--- src/rtl/core/assert_macros.svh ---
// Assertion macros shared by the SIR integrator RTL.
// Compiled out when SYNTH is defined; no other dependencies.
`ifndef ASSERT_MACROS_SVH
`define ASSERT_MACROS_SVH
`ifndef SYNTH
`define ASSERT_IMPLIES(label, clk, rst, ante, cons, msg) \
  label: assert property (@(posedge clk) disable iff (rst) (ante) |-> (cons)) else $error(msg);
`define ASSERT_NEXT(label, clk, rst, ante, cons, msg) \
  label: assert property (@(posedge clk) disable iff (rst) (ante) |=> (cons)) else $error(msg);
`else
`define ASSERT_IMPLIES(label, clk, rst, ante, cons, msg)
`define ASSERT_NEXT(label, clk, rst, ante, cons, msg)
`endif
`endif

--- src/rtl/core/sir_pkg.sv ---
// Package for the SIR integrator: widths, codes, control word and microcode ROM.
// No dependencies.
`default_nettype none
package sir_pkg;

  localparam int FRAC_BITS = 16;
  localparam int POP_W     = 32;
  localparam int RATE_W    = 20;
  localparam int TOT_W     = POP_W + 2;
  localparam int NI_W      = POP_W + RATE_W - FRAC_BITS;
  localparam int RV_W      = NI_W + RATE_W - FRAC_BITS;
  localparam int MUL_A_W   = (NI_W > POP_W) ? NI_W : POP_W;
  localparam int PROD_W    = MUL_A_W + POP_W;
  localparam int EXT_MAX   = (NI_W > RV_W) ? NI_W : RV_W;
  localparam int EXT_W     = ((EXT_MAX > POP_W) ? EXT_MAX : POP_W) + 1;
  localparam int DIV_STEPS = POP_W + FRAC_BITS + 1;
  localparam int DIV_CNT_W = $clog2(DIV_STEPS + 1);
  localparam int CFG_IDX_W = 2;
  localparam int PROG_LEN  = 18;
  localparam int PC_W      = $clog2(PROG_LEN);

  localparam logic [RATE_W-1:0] DT_ONE = RATE_W'(1) << FRAC_BITS;

  typedef logic [PC_W-1:0] pc_t;

  typedef enum logic {CMD_LOAD, CMD_STEP} cmd_t;

  typedef enum logic [CFG_IDX_W-1:0] {REG_BETA, REG_GAMMA, REG_DT} reg_idx_t;

  typedef enum logic [1:0] {ST_OK, ST_ZERO_POP, ST_NO_LOAD} status_t;

  typedef enum logic [2:0] {
    OP_NONE, OP_DIV_START, OP_INV_WRITE, OP_INV_ZERO, OP_COMMIT
  } op_t;

  typedef enum logic [1:0] {MA_I, MA_X, MA_GAMMA, MA_RC} ma_t;

  typedef enum logic [2:0] {MB_INV, MB_I, MB_S, MB_DT, MB_BETA} mb_t;

  typedef enum logic [2:0] {WB_NONE, WB_X_HI, WB_X_SAT, WB_RC, WB_RV, WB_NI} wb_t;

  typedef enum logic [1:0] {C_NEXT, C_NOT_LOADED, C_TOTAL_ZERO, C_DIV_BUSY} cond_t;

  typedef struct packed {
    op_t     op;
    ma_t     ma;
    mb_t     mb;
    logic    mul_en;
    wb_t     wb;
    cond_t   cond;
    pc_t     target;
    logic    last;
    status_t status;
  } ctl_t;

  typedef struct packed {
    logic loaded;
    logic total_zero;
    logic div_busy;
  } dp_status_t;

  typedef struct packed {
    logic    idle;
    logic    push;
    status_t status;
  } seq_out_t;

  localparam pc_t PC_STEP     = pc_t'(0);
  localparam pc_t PC_NO_LOAD  = pc_t'(10);
  localparam pc_t PC_LOAD     = pc_t'(11);
  localparam pc_t PC_DIV_WAIT = pc_t'(13);
  localparam pc_t PC_ZERO     = pc_t'(16);
  localparam pc_t PC_LAST     = pc_t'(PROG_LEN - 1);

  localparam ctl_t CTL_NOP =
    '{OP_NONE, MA_I, MB_I, 1'b0, WB_NONE, C_NEXT, PC_STEP, 1'b0, ST_OK};

  function automatic ctl_t rom(input pc_t pc);
    ctl_t w;
    unique case (pc)
      pc_t'(0):  w = '{OP_NONE, MA_I, MB_INV, 1'b1, WB_NONE, C_NOT_LOADED, PC_NO_LOAD,
                       1'b0, ST_OK};
      pc_t'(1):  w = '{OP_NONE, MA_GAMMA, MB_I, 1'b1, WB_X_HI, C_NEXT, PC_STEP, 1'b0, ST_OK};
      pc_t'(2):  w = '{OP_NONE, MA_X, MB_BETA, 1'b1, WB_RC, C_NEXT, PC_STEP, 1'b0, ST_OK};
      pc_t'(3):  w = '{OP_NONE, MA_RC, MB_DT, 1'b1, WB_X_SAT, C_NEXT, PC_STEP, 1'b0, ST_OK};
      pc_t'(4):  w = '{OP_NONE, MA_X, MB_S, 1'b1, WB_RV, C_NEXT, PC_STEP, 1'b0, ST_OK};
      pc_t'(5):  w = '{OP_NONE, MA_I, MB_I, 1'b0, WB_X_SAT, C_NEXT, PC_STEP, 1'b0, ST_OK};
      pc_t'(6):  w = '{OP_NONE, MA_X, MB_DT, 1'b1, WB_NONE, C_NEXT, PC_STEP, 1'b0, ST_OK};
      pc_t'(7):  w = '{OP_NONE, MA_I, MB_I, 1'b0, WB_NI, C_NEXT, PC_STEP, 1'b0, ST_OK};
      pc_t'(8):  w = '{OP_COMMIT, MA_I, MB_I, 1'b0, WB_NONE, C_NEXT, PC_STEP, 1'b0, ST_OK};
      pc_t'(9):  w = '{OP_NONE, MA_I, MB_I, 1'b0, WB_NONE, C_NEXT, PC_STEP, 1'b1, ST_OK};
      pc_t'(10): w = '{OP_NONE, MA_I, MB_I, 1'b0, WB_NONE, C_NEXT, PC_STEP, 1'b1,
                       ST_NO_LOAD};
      pc_t'(11): w = '{OP_NONE, MA_I, MB_I, 1'b0, WB_NONE, C_TOTAL_ZERO, PC_ZERO,
                       1'b0, ST_OK};
      pc_t'(12): w = '{OP_DIV_START, MA_I, MB_I, 1'b0, WB_NONE, C_NEXT, PC_STEP,
                       1'b0, ST_OK};
      pc_t'(13): w = '{OP_NONE, MA_I, MB_I, 1'b0, WB_NONE, C_DIV_BUSY, PC_DIV_WAIT,
                       1'b0, ST_OK};
      pc_t'(14): w = '{OP_INV_WRITE, MA_I, MB_I, 1'b0, WB_NONE, C_NEXT, PC_STEP,
                       1'b0, ST_OK};
      pc_t'(15): w = '{OP_NONE, MA_I, MB_I, 1'b0, WB_NONE, C_NEXT, PC_STEP, 1'b1, ST_OK};
      pc_t'(16): w = '{OP_INV_ZERO, MA_I, MB_I, 1'b0, WB_NONE, C_NEXT, PC_STEP,
                       1'b0, ST_OK};
      pc_t'(17): w = '{OP_NONE, MA_I, MB_I, 1'b0, WB_NONE, C_NEXT, PC_STEP, 1'b1,
                       ST_ZERO_POP};
      default:   w = CTL_NOP;
    endcase
    return w;
  endfunction

endpackage
`default_nettype wire

--- src/rtl/core/sir_epidemic_euler_step.sv ---
// Top level of the forward-Euler SIR integrator: ports, rate registers, result register.
// Depends on sir_pkg, sir_seq, sir_dp.
//
// Input channel (in_valid/in_ready): command 0 loads the three initial counts,
// command 1 advances one period. Every word yields one result word on the
// output channel (out_valid/out_ready) with the three counts and a status.
// Rates and time step go through cfg_we/cfg_index/cfg_data; the user writes them only
// while idle, the block does not enforce it; an index beyond the time step is ignored.
// Operation: a step word runs a 10-word microcode program on the shared 36x32
// multiplier; a load runs the bit-serial reciprocal; a load with a zero total and a
// step before any load take short paths that end with their own status. The next word
// is accepted the cycle after the previous result enters the output register, so a
// new word is never taken while the last one is still being computed.
// A result waits in the output register while the receiver stalls; the next
// word is computed meanwhile and holds at its last step until the register frees.
// Reset clears the counts, reciprocal and loaded flag, sets beta and gamma to
// zero and dt to 1.0, and empties the output register; no word is accepted in reset.
`default_nettype none
module sir_epidemic_euler_step (
  input  logic                          clk,
  input  logic                          rst,
  input  logic                          cfg_we,
  input  logic [sir_pkg::CFG_IDX_W-1:0] cfg_index,
  input  logic [sir_pkg::RATE_W-1:0]    cfg_data,
  input  logic                          in_valid,
  output logic                          in_ready,
  input  logic                          command,
  input  logic [sir_pkg::POP_W-1:0]     initial_susceptible,
  input  logic [sir_pkg::POP_W-1:0]     initial_infected,
  input  logic [sir_pkg::POP_W-1:0]     initial_recovered,
  output logic                          out_valid,
  input  logic                          out_ready,
  output logic [sir_pkg::POP_W-1:0]     susceptible_now,
  output logic [sir_pkg::POP_W-1:0]     infected_now,
  output logic [sir_pkg::POP_W-1:0]     recovered_now,
  output logic [1:0]                    status
);
  import sir_pkg::*;

  logic [RATE_W-1:0] beta;
  logic [RATE_W-1:0] gamma;
  logic [RATE_W-1:0] dt;
  logic              in_accept;
  logic              out_full;
  ctl_t              ctl;
  seq_out_t          so;
  dp_status_t        dps;
  logic [POP_W-1:0]  s_now;
  logic [POP_W-1:0]  i_now;
  logic [POP_W-1:0]  r_now;

  assign in_ready  = so.idle && !rst;
  assign in_accept = in_valid && in_ready;
  assign out_full  = out_valid && !out_ready;

  always_ff @(posedge clk) begin
    if (rst) begin
      beta  <= '0;
      gamma <= '0;
      dt    <= DT_ONE;
    end else if (cfg_we) begin
      unique case (cfg_index)
        REG_BETA:  beta  <= cfg_data;
        REG_GAMMA: gamma <= cfg_data;
        REG_DT:    dt    <= cfg_data;
        default:   ;
      endcase
    end
  end

  sir_seq u_seq (
    .clk      (clk),
    .rst      (rst),
    .start    (in_accept),
    .command  (command),
    .out_full (out_full),
    .dps      (dps),
    .ctl      (ctl),
    .so       (so)
  );

  sir_dp u_dp (
    .clk     (clk),
    .rst     (rst),
    .ctl     (ctl),
    .load_en (in_accept && (command == CMD_LOAD)),
    .init_s  (initial_susceptible),
    .init_i  (initial_infected),
    .init_r  (initial_recovered),
    .beta    (beta),
    .gamma   (gamma),
    .dt      (dt),
    .dps     (dps),
    .s_now   (s_now),
    .i_now   (i_now),
    .r_now   (r_now)
  );

  always_ff @(posedge clk) begin
    if (rst) begin
      out_valid <= 1'b0;
    end else if (so.push) begin
      out_valid <= 1'b1;
    end else if (out_ready) begin
      out_valid <= 1'b0;
    end
  end

  always_ff @(posedge clk) begin
    if (so.push) begin
      susceptible_now <= s_now;
      infected_now    <= i_now;
      recovered_now   <= r_now;
      status          <= so.status;
    end
  end

endmodule
`default_nettype wire

--- src/rtl/core/sir_div.sv ---
// Restoring divider: fixed dividend 2^(POP_W+FRAC_BITS) over the population total.
// One quotient bit per cycle, saturating result. Depends on sir_pkg.
`default_nettype none
module sir_div (
  input  logic                      clk,
  input  logic                      rst,
  input  logic                      start,
  input  logic [sir_pkg::TOT_W-1:0] divisor,
  output logic                      busy,
  output logic [sir_pkg::POP_W-1:0] quotient
);
  import sir_pkg::*;

  logic [DIV_CNT_W-1:0] cnt;
  logic [TOT_W-1:0]     rem;
  logic [POP_W-1:0]     q;
  logic                 ovf;
  logic [TOT_W:0]       trial;
  logic [TOT_W:0]       diff;
  logic                 ge;

  assign busy     = (cnt != '0);
  assign trial    = {rem, (cnt == DIV_CNT_W'(DIV_STEPS))};
  assign diff     = trial - {1'b0, divisor};
  assign ge       = (trial >= {1'b0, divisor});
  assign quotient = ovf ? '1 : q;

  always_ff @(posedge clk) begin
    if (rst) begin
      cnt <= '0;
    end else if (start) begin
      cnt <= DIV_CNT_W'(DIV_STEPS);
    end else if (busy) begin
      cnt <= cnt - 1'b1;
    end
  end

  always_ff @(posedge clk) begin
    if (start) begin
      rem <= '0;
      q   <= '0;
      ovf <= 1'b0;
    end else if (busy) begin
      rem <= ge ? diff[TOT_W-1:0] : trial[TOT_W-1:0];
      q   <= {q[POP_W-2:0], ge};
      ovf <= ovf | q[POP_W-1];
    end
  end

endmodule
`default_nettype wire

--- src/rtl/core/sir_dp.sv ---
// Datapath of the SIR integrator: compartments, shared multiplier, writeback, commit.
// Driven by the microcode control word. Depends on sir_pkg, sir_div, assert_macros.svh.
`default_nettype none
`include "assert_macros.svh"
module sir_dp (
  input  logic                       clk,
  input  logic                       rst,
  input  sir_pkg::ctl_t              ctl,
  input  logic                       load_en,
  input  logic [sir_pkg::POP_W-1:0]  init_s,
  input  logic [sir_pkg::POP_W-1:0]  init_i,
  input  logic [sir_pkg::POP_W-1:0]  init_r,
  input  logic [sir_pkg::RATE_W-1:0] beta,
  input  logic [sir_pkg::RATE_W-1:0] gamma,
  input  logic [sir_pkg::RATE_W-1:0] dt,
  output sir_pkg::dp_status_t        dps,
  output logic [sir_pkg::POP_W-1:0]  s_now,
  output logic [sir_pkg::POP_W-1:0]  i_now,
  output logic [sir_pkg::POP_W-1:0]  r_now
);
  import sir_pkg::*;

  logic [POP_W-1:0]   sus;
  logic [POP_W-1:0]   inf;
  logic [POP_W-1:0]   rec;
  logic [POP_W-1:0]   inv;
  logic               loaded;
  logic [TOT_W-1:0]   total;
  logic [POP_W-1:0]   x;
  logic [NI_W-1:0]    rc;
  logic [RV_W-1:0]    rv;
  logic [NI_W-1:0]    ni;
  logic [PROD_W-1:0]  prod;
  logic [MUL_A_W-1:0] mul_a;
  logic [POP_W-1:0]   mul_b;
  logic [PROD_W-1:0]  shifted;
  logic [POP_W-1:0]   x_sat;
  logic [EXT_W-1:0]   ni_e;
  logic [EXT_W-1:0]   rv_e;
  logic [EXT_W-1:0]   s_e;
  logic [EXT_W-1:0]   grown;
  logic [EXT_W-1:0]   rsum;
  logic [POP_W-1:0]   sus_next;
  logic [POP_W-1:0]   inf_next;
  logic [POP_W-1:0]   rec_next;
  logic               div_busy;
  logic [POP_W-1:0]   div_q;

  function automatic logic [POP_W-1:0] sat_pop(input logic [EXT_W-1:0] v);
    return (|v[EXT_W-1:POP_W]) ? '1 : v[POP_W-1:0];
  endfunction

  sir_div u_div (
    .clk      (clk),
    .rst      (rst),
    .start    (ctl.op == OP_DIV_START),
    .divisor  (total),
    .busy     (div_busy),
    .quotient (div_q)
  );

  always_comb begin
    unique case (ctl.ma)
      MA_I:     mul_a = MUL_A_W'(inf);
      MA_X:     mul_a = MUL_A_W'(x);
      MA_GAMMA: mul_a = MUL_A_W'(gamma);
      MA_RC:    mul_a = MUL_A_W'(rc);
    endcase
  end

  always_comb begin
    unique case (ctl.mb)
      MB_INV:  mul_b = inv;
      MB_I:    mul_b = inf;
      MB_S:    mul_b = sus;
      MB_DT:   mul_b = POP_W'(dt);
      MB_BETA: mul_b = POP_W'(beta);
      default: mul_b = '0;
    endcase
  end

  assign shifted = prod >> FRAC_BITS;
  assign x_sat   = (|shifted[PROD_W-1:POP_W]) ? '1 : shifted[POP_W-1:0];

  assign ni_e     = EXT_W'(ni);
  assign rv_e     = EXT_W'(rv);
  assign s_e      = EXT_W'(sus);
  assign grown    = EXT_W'(inf) + ni_e;
  assign rsum     = EXT_W'(rec) + rv_e;
  assign sus_next = (ni_e >= s_e) ? '0 : POP_W'(s_e - ni_e);
  assign inf_next = (rv_e >= grown) ? '0 : sat_pop(grown - rv_e);
  assign rec_next = sat_pop(rsum);

  always_ff @(posedge clk) begin
    if (rst) begin
      sus    <= '0;
      inf    <= '0;
      rec    <= '0;
      inv    <= '0;
      loaded <= 1'b0;
    end else begin
      if (load_en) begin
        sus <= init_s;
        inf <= init_i;
        rec <= init_r;
      end else if (ctl.op == OP_COMMIT) begin
        sus <= sus_next;
        inf <= inf_next;
        rec <= rec_next;
      end
      if (ctl.op == OP_INV_WRITE) begin
        inv    <= div_q;
        loaded <= 1'b1;
      end else if (ctl.op == OP_INV_ZERO) begin
        inv    <= '0;
        loaded <= 1'b0;
      end
    end
  end

  always_ff @(posedge clk) begin
    if (load_en) begin
      total <= TOT_W'(init_s) + TOT_W'(init_i) + TOT_W'(init_r);
    end
    if (ctl.mul_en) begin
      prod <= PROD_W'(mul_a) * PROD_W'(mul_b);
    end
    unique case (ctl.wb)
      WB_NONE:  ;
      WB_X_HI:  x  <= prod[POP_W +: POP_W];
      WB_X_SAT: x  <= x_sat;
      WB_RC:    rc <= shifted[NI_W-1:0];
      WB_RV:    rv <= shifted[RV_W-1:0];
      WB_NI:    ni <= shifted[NI_W-1:0];
      default:  ;
    endcase
  end

  assign dps.loaded     = loaded;
  assign dps.total_zero = (total == '0);
  assign dps.div_busy   = div_busy;
  assign s_now          = sus;
  assign i_now          = inf;
  assign r_now          = rec;

  `ASSERT_IMPLIES(a_commit_loaded, clk, rst, ctl.op == OP_COMMIT, loaded, "step without load")
  `ASSERT_IMPLIES(a_div_nonzero, clk, rst, ctl.op == OP_DIV_START, total != '0, "divide by zero")
  `ASSERT_NEXT(a_div_runs, clk, rst, ctl.op == OP_DIV_START, div_busy, "divider not started")
  `ASSERT_IMPLIES(a_inv_ready, clk, rst, ctl.op == OP_INV_WRITE, !div_busy, "early reciprocal")

endmodule
`default_nettype wire

--- src/rtl/core/sir_seq.sv ---
// Microcode sequencer: step counter over the ROM program with conditional jumps.
// Depends on sir_pkg and assert_macros.svh.
`default_nettype none
`include "assert_macros.svh"
module sir_seq (
  input  logic                clk,
  input  logic                rst,
  input  logic                start,
  input  logic                command,
  input  logic                out_full,
  input  sir_pkg::dp_status_t dps,
  output sir_pkg::ctl_t       ctl,
  output sir_pkg::seq_out_t   so
);
  import sir_pkg::*;

  typedef enum logic {S_IDLE, S_RUN} state_t;

  state_t state;
  pc_t    pc;
  ctl_t   word;
  logic   jump;
  logic   running;

  assign word    = rom(pc);
  assign running = (state == S_RUN);

  always_comb begin
    unique case (word.cond)
      C_NEXT:       jump = 1'b0;
      C_NOT_LOADED: jump = !dps.loaded;
      C_TOTAL_ZERO: jump = dps.total_zero;
      C_DIV_BUSY:   jump = dps.div_busy;
    endcase
  end

  always_ff @(posedge clk) begin
    if (rst) begin
      state <= S_IDLE;
      pc    <= PC_STEP;
    end else begin
      unique case (state)
        S_IDLE: begin
          if (start) begin
            state <= S_RUN;
            pc    <= (command == CMD_STEP) ? PC_STEP : PC_LOAD;
          end
        end
        S_RUN: begin
          if (word.last) begin
            if (!out_full) begin
              state <= S_IDLE;
            end
          end else if (jump) begin
            pc <= word.target;
          end else begin
            pc <= pc + 1'b1;
          end
        end
      endcase
    end
  end

  assign ctl       = running ? word : CTL_NOP;
  assign so.idle   = !running;
  assign so.push   = running && word.last && !out_full;
  assign so.status = word.status;

  `ASSERT_IMPLIES(a_pc_in_program, clk, rst, running, pc <= PC_LAST, "pc left program")

endmodule
`default_nettype wire
--- config.mk ---
export PLATFORM = sky130hd
export DESIGN_NAME = sir_epidemic_euler_step
export DESIGN_NICKNAME = d
export VERILOG_FILES = /design/src/rtl/core/sir_pkg.sv /design/src/rtl/core/sir_epidemic_euler_step.sv /design/src/rtl/core/sir_div.sv /design/src/rtl/core/sir_dp.sv /design/src/rtl/core/sir_seq.sv
export VERILOG_INCLUDE_DIRS = /design/src /design/src/rtl/core
export SDC_FILE = /design/constraint.sdc
export NUM_CORES = 2
export LEC_CHECK = 0
export ABC_AREA = 1
export BUFFER_PORTS_ARGS = -buffer_cell sky130_fd_sc_hd__buf_4
export CAP_MARGIN = 5
export CELL_PAD_IN_SITES_DETAIL_PLACEMENT = 1
export CELL_PAD_IN_SITES_GLOBAL_PLACEMENT = 2
export CORE_MARGIN = 4
export CORE_UTILIZATION = 42
export CTS_CLUSTER_DIAMETER = 120
export CTS_CLUSTER_SIZE = 8
export DETAILED_ROUTE_END_ITERATION = 10
export PLACE_DENSITY_LB_ADDON = 0.2
export SYNTH_ARGS = -nofsm -noshare
export SYNTH_HDL_FRONTEND = slang
export SYNTH_HIERARCHICAL = 1
export SYNTH_SLANG_ARGS = --single-unit
--- constraint.sdc ---
create_clock -name clk -period 18.1 [get_ports clk]
set_clock_uncertainty 0.1 [all_clocks]
set_input_delay 1.81 -clock clk [delete_from_list [all_inputs] [get_ports clk]]
set_output_delay 1.81 -clock clk [all_outputs]
set_load 0.005 [all_outputs]
# Word-level counts from Yosys, hierarchy flattened
# Memories as Yosys holds them, arrays and structs flattened. A register that Yosys moved wholly into a read port is not among the register bits.
# Index checks and enable logic that the tools add are counted.
[totals]
regBits = 613
romBits = 704
inputBits = 124
out_inout_bits = 100
wordCells = 134
memories = 1
[op_classes]
addsub = 9
mul = 1
n_lt_le_gt_ge = 3
n_eq_ne = 24
mux = 37
bitwise = 3
n_reduce_logical = 30
[memory_table]
columns = ["name", "words", "width", "read_ports", "rd_ports_with_merged_regs", "wr", "line_no", "rtl"]
rows = [
  ["(no name shown)", 32, 22, 1, 1, 0, "sir_pkg.sv:80", "unique case (pc)"],
]
[ops]
columns = ["cell", "count"]
rows = [
  ["2-to-1 mux 32 bit", 14],
  ["case mux 32 bit (5 select lines)", 1],
  ["case mux 36 bit (4 select lines)", 1],
  ["multiplier 36 x 32 -> 68 bit", 1],
  ["case mux 32 bit (2 select lines)", 1],
  ["adder 32 x 40 -> 41 bit", 1],
  [">= comparator 40 x 41 -> 1 bit", 1],
  ["subtractor 41 x 40 -> 41 bit", 1],
  ["adder 32 x 36 -> 37 bit", 1],
  [">= comparator 36 x 32 -> 1 bit", 1],
  [">= comparator 35 x 34 -> 1 bit", 1],
  ["adder 34 x 32 -> 34 bit", 1],
  ["zero test 34 bit", 1],
  ["2-to-1 mux 34 bit", 1],
  ["subtractor 34 bit", 1],
  ["adder 32 x 32 -> 33 bit", 1],
  ["subtractor 32 bit", 1],
  ["2-to-1 mux 5 bit", 5],
  ["2-to-1 mux 22 bit", 1],
  ["OR reduction 20 bit", 1],
  ["equality test 3 x 2 -> 1 bit, second input constant", 6],
  ["OR reduction 9 bit", 2],
  ["equality test 3 bit, second input constant", 4],
  ["2-to-1 mux 6 bit", 2],
  ["22 further kinds", 56],
]

# Longest topological paths before layout
[logic_depth]
ltp_word = 7
mapped_depth = 45
ltp_nobuf = 40

# Cells and area by module
# Netlist, hierarchy kept.
[modules_own_cells]
columns = ["mod", "instances", "cells_each", "area_each_um2", "seq_area_each_um2"]
rows = [
  ["sir_dp", 1, 7896, 63551.0, 9489.1],
  ["sir_div", 1, 957, 5765.5, 1461.4],
  ["sir_epidemic_euler_step", 1, 496, 5514.0, 4164.0],
  ["sir_seq", 1, 202, 1367.6, 520.5],
]

# Least setup slack after synthesis
# No wires, ideal clock.
[synth_timing]
kind = "flip-flop to flip-flop"
startpoint = "register u_seq.state (netlist: u_seq/running)"
endpoint = "register u_dp.prod[45], data pin"
setup_time_ns = 0.258
t_arrival_ns = 8.220
t_required_ns = 17.742
slack_ns = 9.522
stages_incl_launch_ff = 41
n_path_buf = 7
synth_period_minus_slack_ns = 8.578
path_cell_list = "dfxtp_1 buf_2 buf_1 nand2_1 inv_1 buf_4 nor2_1 buf_2 buf_2 a221oi_1 nand2_1 nand2_1 clkbuf_1 clkbuf_1 nor2_1 fa_1 fa_1 fa_1 [... 5 more ...] fa_1 inv_1 fa_1 inv_1 fa_1 inv_1 ha_1 nand2_1 nor2_1 inv_1 nor2_1 inv_1 o211a_1 nand2_1 nand3_1 nand2_2 a21oi_1 xnor2_1"
[synth_lines]
columns = ["item", "line_no", "rtl"]
rows = [
  ["start, declared", "sir_seq.sv:19", "state_t state;"],
  ["start signal, assigned", "sir_seq.sv:39", "state <= S_IDLE;"],
  ["start signal, assigned", "sir_seq.sv:45", "state <= S_RUN;"],
  ["start signal, assigned", "sir_seq.sv:52", "state <= S_IDLE;"],
  ["end signal, assigned", "sir_dp.sv:126", "prod <= PROD_W'(mul_a) * PROD_W'(mul_b);"],
  ["end, declared", "sir_dp.sv:33", "logic [PROD_W-1:0] prod;"],
]

==> metrics.yaml <==
drt:
  avgViaCountPerCell: 5.54
  routedWlPerCell_um: 27.6
  dr.pass1.iters: 5
  drc_errors: 0
  vias: 66687
  routed_wl_mm: 333
  drt_iter0_markers: 4486
  ant_nets: 0
setup_path:
  cp_top_family: "adder cells"
  cp.arrival_ns: 11.42
  crit_path_start_kind: "flip-flop"
  endpoint_kind: "flip-flop"
  critPathKind: "flip-flop to flip-flop"
  slowest_delay_ns: 0.99
  cp_num_buf_inv: 7
  critPathMaxFanout: 25
  slowest_stage: "clkinv_1"
  worstPathRequired_ns: 18.45
  worst_path_most_repeated_cell: "fa_1"
sta:
  tightest_slew_ns: 1.30
  tns_ns: 0
  whs_ns: 0.327
  drv_slew: 0
  hold_viol: 0
  min_period_ns: 11.07
  max_slew_margin: 0.137
  period_share: 0.611
  fin_ws_ns: 7.03
  max_freq_mhz: 90.4
  setup_violations: 0
  rsz0062_at_grt: "false"
cells_and_area:
  design_area_mm2: 0.0830
  nNetsFinal: 11304
  final_util: 0.463
  layout-drive-gt1-share: 0.0766
  area_growth_pct: 9.01
  mostFrequentLayoutCells: "1920 x nand2_1, 1883 x inv_1, 1185 x nor2_1"
  fillers: 21688
  mostFrequentLayoutCell: "nand2_1"
power:
  p_comb_frac: 0.345
  p_int_mw: 3.04
  seq_power_share: 0.338
  p_leak_nw: 39.3
  power.switching_mw: 2.04
  power_frac_clock: 0.317
  p_per_area_mw_per_mm2: 61.2
  swShare: 0.401
  vdd_drop_max_uv: 79.4
floorplan:
  rows: 155
  core_area_mm2: 0.179
  ioPinCount: 224
  die_area_mm2: 0.188
  die_w_um: 434
  fp.dieH_um: 434
  start_util: 0.424
placement:
  dp_slack_ns: 7.12
  dpl_cell_area_mm2: 0.0804
  finalWeightedCongestion: 1.01
  dp_hpwl_mm: 275
  portBuffers: 223
synth:
  avgSynthCellArea_um2: 7.98
  syn_nets: 11211
  syn_inst: 9534
  syn_area_mm2: 0.0761
  yosysWarnings: 6
worst_hold_path:
  min_path_type: "flip-flop to flip-flop"
cts:
  clkLatencyLatePin_ns: 0.73
  cts_buffers: 87
  cts_tree: "built"
  root_buffer: "clkbuf_16"
  cts_buffer_depth: 3
  htree_levels: 3
  cts_resized: 0
  cts.reportedPaths.clkPinSlew_ns: 0.05
  clock-sinks: 617
  ctsHoldBuffers: 0
  cts_setup_buffers: 0
job:
  maxCapViolations: 0
global_route:
  grt_pass1_vias: 71728
  grt_usage: 0.353
  antenna_found_initial: 10
  grt_start_max_net_pins: 91
  grt-ovfl-total: 0
  grt_first_pass_wirelength_mm: 484
status:
  status: "completed"
-- registers in the layout, indices dropped and copies added, names as in the netlist, 34 cells and up --
| register | count |
|---|---|
| u_dp/u_div/rem | 34 |
| u_dp/total | 34 |
| u_dp/rv | 40 |
| u_dp/prod | 52 |
| u_dp/ni | 36 |
| u_dp/rc | 36 |
-- power by group through the flow --
stage | logic (mW) | registers (mW) | clock network, mW
floorplan | 1.17 | 1.68 | 0
CTS | 1.75 | 1.71 | 1.64
global placement | 1.70 | 1.74 | 0
detailed placement | 1.74 | 1.74 | 0
finish | 1.75 | 1.72 | 1.61
global route | 1.93 | 1.72 | 1.70
-- path summary, 6_finish.rpt --
kind	startpoint	cells past startpoint	slack, ns	endpoint
max	u_seq/running$_SDFF_PP0_	29	7.03	u_dp/prod[53]$_DFFE_PP_
min	u_seq/word[0]$_SDFF_PN0_	0	0.33	status[0]$_DFFE_PP_
min reg2reg	u_seq/word[0]$_SDFF_PN0_	0	0.33	status[0]$_DFFE_PP_
max reg2reg	u_seq/running$_SDFF_PP0_	29	7.03	u_dp/prod[53]$_DFFE_PP_
-- final cells by class --
cell class	instances	area, um2	area share
Multi-Input combinational cell	6646	52000	0.627
Sequential cell	617	15600	0.188
Inverter	1933	7260	0.0874
Tap cell	2355	2950	0.0355
Timing Repair Buffer	342	2570	0.0309
Clock buffer	140	2380	0.0286
Clock inverter	9	190	0.00229
Antenna cell	2	5.00	0.0000603
-- metal layers --
layer | GRT usage | routed length, um | part of all wire | up-vias
li1 | - | - | - | 29590
met1 | 0.436 | 133000 | 0.40 | 34217
met2 | 0.600 | 159000 | 0.48 | 2173
met3 | 0.0373 | 17000 | 0.051 | 699
met4 | 0.204 | 23300 | 0.070 | 8
met5 | 0 | 58 | 0.00017 | -
-- worst reg2reg max path: cells and delay by family (launching register included) --
family,cells,cell delay [ns]
flops,1,0.49
xor+xnor,1,0.17
compound gates,8,1.83
simple gates,4,0.68
fa+ha+maj,9,4.47
buf+inv,7,3.04
-- per-stage QoR --
step	power, mW	cells
finish	5.08	12044
global route	5.35	12043
CTS	5.11	12042
detailed placement	3.48	11893
global placement	3.44	11893
floorplan	2.85	9534
No activity file was read; power rests on OpenSTA's default activity.
